--- src/rtl/core/sta_ram.sv ---
`default_nettype none
module sta_ram #(
   parameter int WIDTH = 8,
   parameter int DEPTH = 16
) (
   input  logic                     clock,
   input  logic                     wr_en,
   input  logic [$clog2(DEPTH)-1:0] wr_addr,
   input  logic [WIDTH-1:0]         wr_data,
   input  logic                     rd_en,
   input  logic [$clog2(DEPTH)-1:0] rd_addr,
   output logic [WIDTH-1:0]         rd_data
);

   logic [WIDTH-1:0] mem [DEPTH];
   logic [WIDTH-1:0] rd_data_ff;

   always_ff @(posedge clock) begin
      if (wr_en) begin
         mem[wr_addr] <= wr_data;
      end
      if (rd_en) begin
         rd_data_ff <= mem[rd_addr];
      end
   end

   assign rd_data = rd_data_ff;

endmodule
`default_nettype wire

--- config.mk ---
export PLATFORM = sky130hd
export DESIGN_NAME = sta_ram
export DESIGN_NICKNAME = d
export VERILOG_FILES = /design/src/rtl/core/sta_ram.sv
export SDC_FILE = /design/constraint.sdc
export NUM_CORES = 1
export LEC_CHECK = 0
export BUFFER_PORTS_ARGS = -buffer_cell sky130_fd_sc_hd__buf_2
export CORE_AREA = 4 4 147 113
export DETAILED_ROUTE_END_ITERATION = 10
export DIE_AREA = 0 0 151 117
export PLACE_DENSITY = 0.48
export SYNTH_ARGS = -nofsm -noshare
export SYNTH_HDL_FRONTEND = slang
export SYNTH_SLANG_ARGS = --single-unit
--- constraint.sdc ---
create_clock -name clock -period 2.3 [get_ports clock]
set_input_delay 0.46 -clock clock [delete_from_list [all_inputs] [get_ports clock]]
set_output_delay 0.46 -clock clock [all_outputs]
set_load 0.1 [all_outputs]
==> run metrics, run 1 <==
CTS tree built; final clock skew 0.00559 ns; Power, Total between 5 and 6 mW; Vias/cell 4.80; leakage power 2.13 nW; slowest CP cell buf_2; achievable frequency 582 MHz; core area 15100 sq um; CP top delay family buffers and inverters; cells after synthesis between 200 and 250; setup slack after layout approximately 0.6 ns; Final #Nets between 300 and 400; Critical Path, Cell by Cell buf_2; RSZ-0062 raised after global routing false; Clock Latency Late Sink approximately 0.4 ns; Yosys warning count 0; synthesis-to-layout area growth 21.1%; Max rail drop VDD 490 uV; Seq cells post-synth 136; Max Slew Vio Count 0; Least-Margin Pin Slew 0.498 ns; # port buffers 26; Reg clk slew, reported paths 0.06 ns; Final Hold Fails 0; initial drt markers 137; DPL Wire Length between 6000 and 7000 um; final core utilization between 40% and 50%; Clock Tree Root clkbuf_16; Critical Path Start Type flip-flop; CP max stage delay 0.45 ns; Final Cell Area 6330 sq um; Cells after DPL 471; synthesized area 5230 sq um; Routed WL per cell 21.0 um; via count approximately 2400; layout cells sized above 1 about a third; Post-CTS Setup Inserts 0; Worst Path Arrival 1.26 ns; initial antenna violation count 0; Seq/Total Area, Yosys 78.1%; DP Worst Slack 0.286 ns; Buf+Inv Stages, Crit Path 1; fin crit share between 70% and 80%; Layout Cells excl Fill about 500; syn_nets 248; GRT Resource Usage Total 13.1%; max-cap viol count 0; gpl congestion 0.690; WP data required 1.84 ns; Pre-antenna DRT Iters 4; setup_tns 0 ns; Die ar. 17700 sq um; critical path class flip-flop to output pin; ant diodes 0; CTS H-tree lvls 4; Rows 39; chip width about 150 um; Resized cells post-CTS 0; worst-case clock buffer depth 2; status completed; CP Max Fanout 1; Post-Syn Area per Cell roughly 23 sq um; global route overflow 0; Setup crit end kind output pin; TritonCTS sink count between 100 and 150; Die H approximately 120 um; fin crit period about 1.7 ns; worst hold slack 0.433 ns; unique cell type count in the Yosys netlist 18; global-route wire length before repair 16100 um; Initial Utilization 34.6%; area post-placement approximately 5700 sq um; PD cells 937 nW/um^2; Slew HR 67.0%; Num CTS Buffers 17; total wire length 10600 um; min-delay worst type input pin to flip-flop; setup violators final 0; vias in the first global route 2533; num ports 27; DRC Markers 0; Detail Route Antenna Nets 0; largest net degree at the start of global routing 33; Hold-fix buffers, CTS 0
[path summary, 6_finish.rpt]
kind                   start    endpoint  slack [ns]  cells past startpoint
hold reg to reg    mem[7][0]  rd_data[0]        0.74                      3
hold / removal         rd_en  rd_data[3]        0.43                      1
setup / recovery  rd_data[5]  rd_data[5]        0.58                      1
setup reg to reg   mem[9][3]  rd_data[3]        0.83                      3
[Yosys cell counts]
master,count,area [sq um]
nand2_1,9,33.8
nor2_1,13,48.8
nand3_1,1,5.00
buf_2,3,15.0
mux4_1,14,368
and2_1,1,6.26
edfxtp_1,136,4080
nand3b_1,2,15.0
nor3_1,4,20.0
and2b_1,1,7.51
nand2b_1,2,12.5
or3b_2,1,8.76
buf_6,3,33.8
buf_4,1,7.51
clkdlybuf4s25_2,3,30.0
nor2b_1,1,6.26
mux4_2,18,405
a22oi_1,16,120
[cell usage in the layout (no fill, tap or decap)]
cell type   count
mux4_2         18
nand3_1         1
nand2b_1        2
clkinv_4        1
clkinvlp_4      3
a22oi_1        16
mux4_1         14
and2b_1         1
nand2_1         9
and2_1          1
nor2_1         13
nor3_1          4
clkinv_2        5
nor2b_1         1
clkinv_1        2
nand3b_1        2
buf_4          18
buf_12          3
buf_2          26
clkbuf_16      17
bufinv_16       4
edfxtp_1      136
or3b_2          1
[where the power goes]
part	switching, mW	leakage [nW]	internal, mW
combinational	0.237	0.598	0.114
clock	0.979	0.293	1.79
sequential	0.0160	1.24	2.79
[layout make-up]
| class | instances | area, sq um |
|---|---|---|
| fillers | 1357 | 8790 |
| repair buffers | 47 | 325 |
| clock buffers | 17 | 425 |
| clock inverters | 15 | 184 |
| well taps | 205 | 256 |
| flip-flops and latches | 136 | 4080 |
| multi-input cells | 83 | 1060 |
[sequential cells by signal, indices dropped and copies added, names as in the netlist]
signal,count
mem,128
rd_data,8
[logic make-up after synthesis]
kind of cell | after synthesis | share of synthesized area, %
AO/OA/AOI/OAI | 16 | 2.30
buffers and inverters | 10 | 1.65
flip-flops | 136 | 78.1
multiplexers | 32 | 14.8
AND/OR/NAND/NOR | 35 | 3.14
[routing by layer]
layer	part of all wire (%)	wire length (um)	vias to the layer above	track usage, %
li1	-	-	1095	-
met1	51	5440	1259	19.6
met2	43	4590	51	18.6
met3	4.1	429	11	3.35
met4	1.1	115	0	4.53
met5	0	0	-	0
No activity file was read; power rests on OpenSTA's default activity.
==> inputs of run 2 (changes only) <==
--- a/config.mk
+++ b/config.mk
@@ -9,7 +9,7 @@
 export CORE_AREA = 4 4 147 113
 export DETAILED_ROUTE_END_ITERATION = 10
 export DIE_AREA = 0 0 151 117
-export PLACE_DENSITY = 0.48
+export PLACE_DENSITY = 0.5
 export SYNTH_ARGS = -nofsm -noshare
 export SYNTH_HDL_FRONTEND = slang
 export SYNTH_SLANG_ARGS = --single-unit
==> constraint.sdc (replaced) <==
create_clock -name clock -period 1.5 [get_ports clock]
set_input_delay 0.3 -clock clock [delete_from_list [all_inputs] [get_ports clock]]
set_output_delay 0.3 -clock clock [all_outputs]
set_load 0.1 [all_outputs]
==> run 2 against run 1 <==
  * Final area about the same
  * Critical path depth is 2 higher
  * First-iteration DRC count rose by 5.1%
  * Via count rose by 0.33%
  * Sequential share of layout area is 0.051 points lower
  * Sequential cell count stayed put
  * Total power grew 54%
  * Wire length is 1.1% higher
  * Die area unchanged
  * Largest cell class unchanged
==> run metrics, run 2 (same netlist as run 1, synthesis figures left out) <==
R2R depth 3 (unchanged); Final Hold Fails 0 (unchanged); max-cap viol count 0 (unchanged); Clock Latency Late Sink 0.41 ns (about the same); Final Cell Area 6340 sq um (about the same); gr busiest metal met1; largest net degree at the start of global routing 20 (-39%); critical path class flip-flop to flip-flop; Hold-fix buffers, CTS 0 (unchanged); total wire length 10700 um (+1.1%); chip width 151 um (unchanged); GRT Resource Usage Total 13.3% (+0.23 points); WP data required 1.65 ns (-0.19 ns); Die H 117 um (unchanged); worst-case clock buffer depth 2 (unchanged); initial antenna violation count 0 (unchanged); reg2reg end rd_data[0]; TritonCTS sink count 136 (unchanged); GR Layer Usage met1 21.1% (+1.4 points); Clock Tree Root clkbuf_16; Rows 39 (unchanged); layout cells sized above 1 37.7% (+5.5 points); Top reg by flops mem; area post-placement 5710 sq um (-0.28%); Die ar. 17700 sq um (unchanged); achievable frequency 679 MHz; setup_tns 0 ns (unchanged); setup violators final 0 (unchanged); final clock skew 0.00828 ns (+0.00269 ns); PD cells 1440 nW/um^2 (+54%); most common cell after layout, fill and taps aside edfxtp_1; Final #Nets 306 (+0.66%); Largest register FFs 128 (unchanged); global-route wire length before repair 16200 um (+0.60%); Reg clk slew, reported paths 0.06 ns (about the same); DPL Wire Length 6950 um (+2.5%); gpl congestion 0.695 (+0.65%); Detail Route Antenna Nets 0 (unchanged); synthesis-to-layout area growth 21.2% (about the same); Critical Path Start Type flip-flop; CP Max Fanout 1 (unchanged); slowest CP cell mux4_2; vias in the first global route 2462 (-2.8%); global route overflow 0 (unchanged); Routed WL per cell 21.2 um (+0.69%); Hold Crit Endpoint rd_data[7]; Initial Utilization 34.6% (unchanged); Buf+Inv Stages, Crit Path 0 (-1); # fillers 1340 (-1.3%); num ports 27 (unchanged); CP max stage delay 0.47 ns (+0.02 ns); most frequent cells in the layout edfxtp_1 (136), mux4_2 (31), buf_2 (22), buf_4 (22), clkbuf_16 (17); CTS tree built; Vias/cell 4.80 (about the same); RSZ-0062 raised after global routing false; Power, Total 9.13 mW (+54%); initial drt markers 144 (+5.1%); leakage power 2.10 nW (-1.4%); CTS H-tree lvls 4 (unchanged); Worst Path Arrival 1.62 ns (+0.36 ns); r2r setup slk 0.03 ns (-0.80 ns); Max Slew Vio Count 0 (unchanged); worst hold start rd_en; via count 2424 (+0.33%); Pre-antenna DRT Iters 4 (unchanged); reg-to-reg startpoint mem[10][0]; min-delay worst type input pin to flip-flop; CP top delay family multiplexers; # port buffers 26 (unchanged); GR Layer Usage met2 17.5% (-1.0 points); DRC Markers 0 (unchanged); Critical Path, Cell by Cell mux4_2, a22oi_1, nand2_1; Setup crit end kind flip-flop; fin crit period 1.47 ns; Least-Margin Pin Slew 0.813 ns (+0.314 ns); fin crit share between 90% and 100%; Num CTS Buffers 17 (unchanged); met3 Resource Use GR 3.93% (+0.58 points); WHS Path Cells 1 (unchanged); ant diodes 0 (unchanged); Max rail drop VDD 714 uV (+46%); core area 15100 sq um (unchanged); status completed; Slew HR 45.7% (-21 points)
## run 2: worst reg2reg max path: stages, from the launching register on
cell and delay [ns]:
edfxtp_1 0.37, mux4_2 0.47, a22oi_1 0.30, nand2_1 0.08
## run 2: area by class of cell
type / count / area [sq um] / area share (%)
flip-flops and latches: 136 / 4080 / 64.4
repair buffers: 49 / 363 / 5.73
multi-input cells: 83 / 1020 / 16.2
clock inverters: 14 / 181 / 2.86
well taps: 205 / 256 / 4.05
clock buffers: 18 / 429 / 6.77
## run 2: power by group
| part | internal [mW] | switching, mW |
|---|---|---|
| combinational | 0.192 | 0.367 |
| sequential | 4.28 | 0.0259 |
| clock | 2.76 | 1.50 |
## run 2: timing repair
item                       4_1_cts  5_1_grt
gates resized for setup          3        3
pin swaps                        0        0
setup endpoints to repair        3        3
buffers inserted                 0        0
## run 2: metal layers
metal	share of wire, %	vias up	routed length, um
li1	-	1084	-
met4	0.77	0	82
met2	42	65	4470
met1	50	1266	5350
met5	0	-	0
met3	7.5	9	804
## run 2: worst max path at each step
stage / startpoint / endpoint / slack (ns) / cells after the start
final: mem[10][0] / rd_data[0] / 0.03 / 3
after global routing: mem[10][0] / rd_data[0] / 0.001 / 3
after CTS: mem[10][0] / rd_data[0] / 0.02 / 3
after detailed placement: rd_addr[0] / rd_data[0] / -0.33 / 5
after global placement: rd_addr[0] / rd_data[2] / -0.34 / 5
after floorplan: wr_addr[2] / mem[3][0] / -0.07 / 2
## run 2: through the flow
step                      std cells  setup WS, ns  utilization [%]  hold WS [ns]
after floorplan                 229       -0.0661                -         0.399
after global placement          473        -0.337             37.7         0.697
after detailed placement        473        -0.335             37.7         0.691
after CTS                       505        0.0152             41.8         0.259
after global routing            505       0.00115             41.9         0.255
final                           505        0.0265             41.9         0.271
==> inputs of run 3 (changes only) <==
--- a/config.mk
+++ b/config.mk
@@ -6,10 +6,11 @@
 export NUM_CORES = 1
 export LEC_CHECK = 0
 export BUFFER_PORTS_ARGS = -buffer_cell sky130_fd_sc_hd__buf_2
-export CORE_AREA = 4 4 147 113
+export CORE_AREA = 4 4 138 107
 export DETAILED_ROUTE_END_ITERATION = 10
-export DIE_AREA = 0 0 151 117
-export PLACE_DENSITY = 0.5
+export DIE_AREA = 0 0 142 111
+export PLACE_DENSITY = 0.55
+export SLEW_MARGIN = 20
 export SYNTH_ARGS = -nofsm -noshare
 export SYNTH_HDL_FRONTEND = slang
 export SYNTH_SLANG_ARGS = --single-unit
==> constraint.sdc (replaced) <==
create_clock -name clock -period 1.5 [get_ports clock]
set_input_delay 0.3 -clock clock [delete_from_list [all_inputs] [get_ports clock]]
set_output_delay 0.3 -clock clock [all_outputs]
set_load 0.05 [all_outputs]
==> run 3 against run 2 <==
  * Sequential share of layout area is 1.0 points lower
  * Cell count is 3.2% lower
  * First-iteration DRC count is 76% higher
  * Combinational power is 5.7% lower
  * Via count is 3.3% higher
  * Count of clock-buffer cells in the layout stayed put
  * Die area is 11% lower
  * Total power is 0.59% lower
  * Core utilization is 5.9 points higher
  * Non-clock buffer count is 14 higher
  * Critical endpoint is now rd_data[6]
==> run metrics, run 3 (same netlist as run 1, synthesis figures left out) <==
ant diodes 0 (unchanged); Reg clk slew, reported paths 0.06 ns (about the same); worst hold start rd_en; DRC Markers 0 (unchanged); DPL Wire Length 6910 um (-0.57%); Die H 111 um (-5.1%); Setup crit end kind flip-flop; CTS H-tree lvls 4 (unchanged); DP Worst Slack -0.390 ns (-0.0550 ns); GRT Resource Usage Total 14.0% (+0.72 points); most common cell after layout, fill and taps aside edfxtp_1; Initial Utilization 38.8% (+4.2 points); Final Hold Fails 0 (unchanged); setup slack after layout 0.0597 ns (+0.0332 ns); setup violators final 0 (unchanged); reg2reg end rd_data[6]; achievable frequency 694 MHz (+2.3%); layout cells sized above 1 40.4% (+2.8 points); critical path class flip-flop to flip-flop; vias in the first global route 2568 (+4.3%); Routed WL per cell 20.8 um (-1.6%); Hold Crit Endpoint rd_data[5]; worst-case clock buffer depth 2 (unchanged); TritonCTS sink count 136 (unchanged); Detail Route Antenna Nets 0 (unchanged); Num CTS Buffers 17 (unchanged); num ports 27 (unchanged); r2r setup slk 0.06 ns (+0.03 ns); CP top delay family multiplexers; # port buffers 26 (unchanged); Pre-antenna DRT Iters 4 (unchanged); WP data required 1.64 ns (about the same); Critical Path Start Type flip-flop; synthesis-to-layout area growth 23.1%; slowest CP cell mux4_2; Critical Path, Cell by Cell mux4_2, a22oi_2, nand2_1; RSZ-0062 raised after global routing false; Worst Path Arrival 1.58 ns (-0.04 ns); core area 13500 sq um (-11%); Clock Tree Root clkbuf_16; Final #Nets 320 (+4.6%); Die ar. 15800 sq um (-11%); Rows 37 (-5.1%); Max rail drop VDD 915 uV (+28%); Layout Cells excl Fill 489 (-3.2%); Vias/cell 5.12 (+6.6%); total wire length 10200 um (-4.7%); global-route wire length before repair 15700 um (-3.0%); Top reg by flops mem; R2R depth 3 (unchanged); final clock skew 0.00817 ns (-0.000107 ns); setup_tns 0 ns (unchanged); Largest register FFs 128 (unchanged); min-delay worst type input pin to flip-flop; WHS Path Cells 1 (unchanged); most frequent cells in the layout edfxtp_1 (136), mux4_2 (31), buf_4 (30); PD cells 1410 nW/um^2 (-2.1%); CTS tree built; Max Slew Vio Count 0 (unchanged); Least-Margin Pin Slew 0.831 ns (+0.0178 ns); via count 2503 (+3.3%); CP max stage delay 0.48 ns (about the same); largest net degree at the start of global routing 18 (-10%); initial drt markers 253 (+76%); fin crit share 96.0% (-2.2 points); max-cap viol count 0 (unchanged); Cells after DPL 448 (-5.3%); Slew HR 44.5% (-1.2 points); leakage power 2.17 nW (+3.3%); fin crit period 1.44 ns (-0.0332 ns); global route overflow 0 (unchanged); Hold-fix buffers, CTS 0 (unchanged); initial antenna violation count 0 (unchanged); status completed; gpl congestion 0.696 (+0.22%); Clock Latency Late Sink 0.41 ns (about the same); CP Max Fanout 1 (unchanged); Buf+Inv Stages, Crit Path 0 (unchanged); reg-to-reg startpoint mem[11][6]; chip width 142 um (-6.0%)
## run 3: changes by cell type in the layout (fill, tap and decap cells not counted)
cell | previous run | this run
buf_2 | 22 | 26
clkbuf_4 | 1 | 0
a22oi_2 | 2 | 3
buf_12 | 4 | 7
clkinv_4 | 3 | 2
clkinv_1 | 2 | 3
clkinv_2 | 4 | 2
buf_4 | 22 | 30
clkinvlp_4 | 1 | 3
a22oi_1 | 14 | 13
## run 3: cell type report
type                            count  area [sq um]
Fill cell                        1070          7030
Sequential cell                   136          4080
Multi-Input combinational cell     83          1030
Timing Repair Buffer               63           495
Clock buffer                       18           429
Tap cell                          175           219
Clock inverter                     14           181
## run 3: per-stage QoR
stage	power [mW]	util [%]	area [sq um]	hold slack [ns]
after CTS	9.13	47.1	6350	0.248
after floorplan	4.68	-	5220	0.399
after detailed placement	4.89	42.5	5730	0.684
after global routing	9.40	47.8	6440	0.253
after global placement	4.88	42.5	5730	0.687
final	9.07	47.8	6440	0.263
## run 3: routing by layer
layer | routed length (um) | GRT usage [%]
met5 | 0 | 0
met4 | 158 | 5.88
met3 | 670 | 4.10
met2 | 4560 | 19.6
met1 | 4800 | 20.4
## run 3: timing repair
action,4_1_cts,5_1_grt
endpoints found under the setup margin,1,3
buffers inserted,0,9
gates resized for setup,1,2
## run 3: worst max path at each step
stage               startpoint          to  slack (ns)  depth (start not counted)
global placement    rd_addr[0]  rd_data[3]       -0.38                          6
CTS                  mem[0][5]  rd_data[5]        0.03                          3
finish              mem[11][6]  rd_data[6]        0.06                          3
global route        mem[11][6]  rd_data[6]       0.005                          3
floorplan           wr_addr[2]   mem[3][0]       -0.07                          2
detailed placement  rd_addr[0]  rd_data[3]       -0.39                          6
## run 3: power breakdown
part | switching [mW] | internal (mW) | total [mW]
Combinational | 0.306 | 0.221 | 0.527
Clock | 1.48 | 2.76 | 4.24
Sequential | 0.0219 | 4.28 | 4.31
Total | 1.81 | 7.26 | 9.07
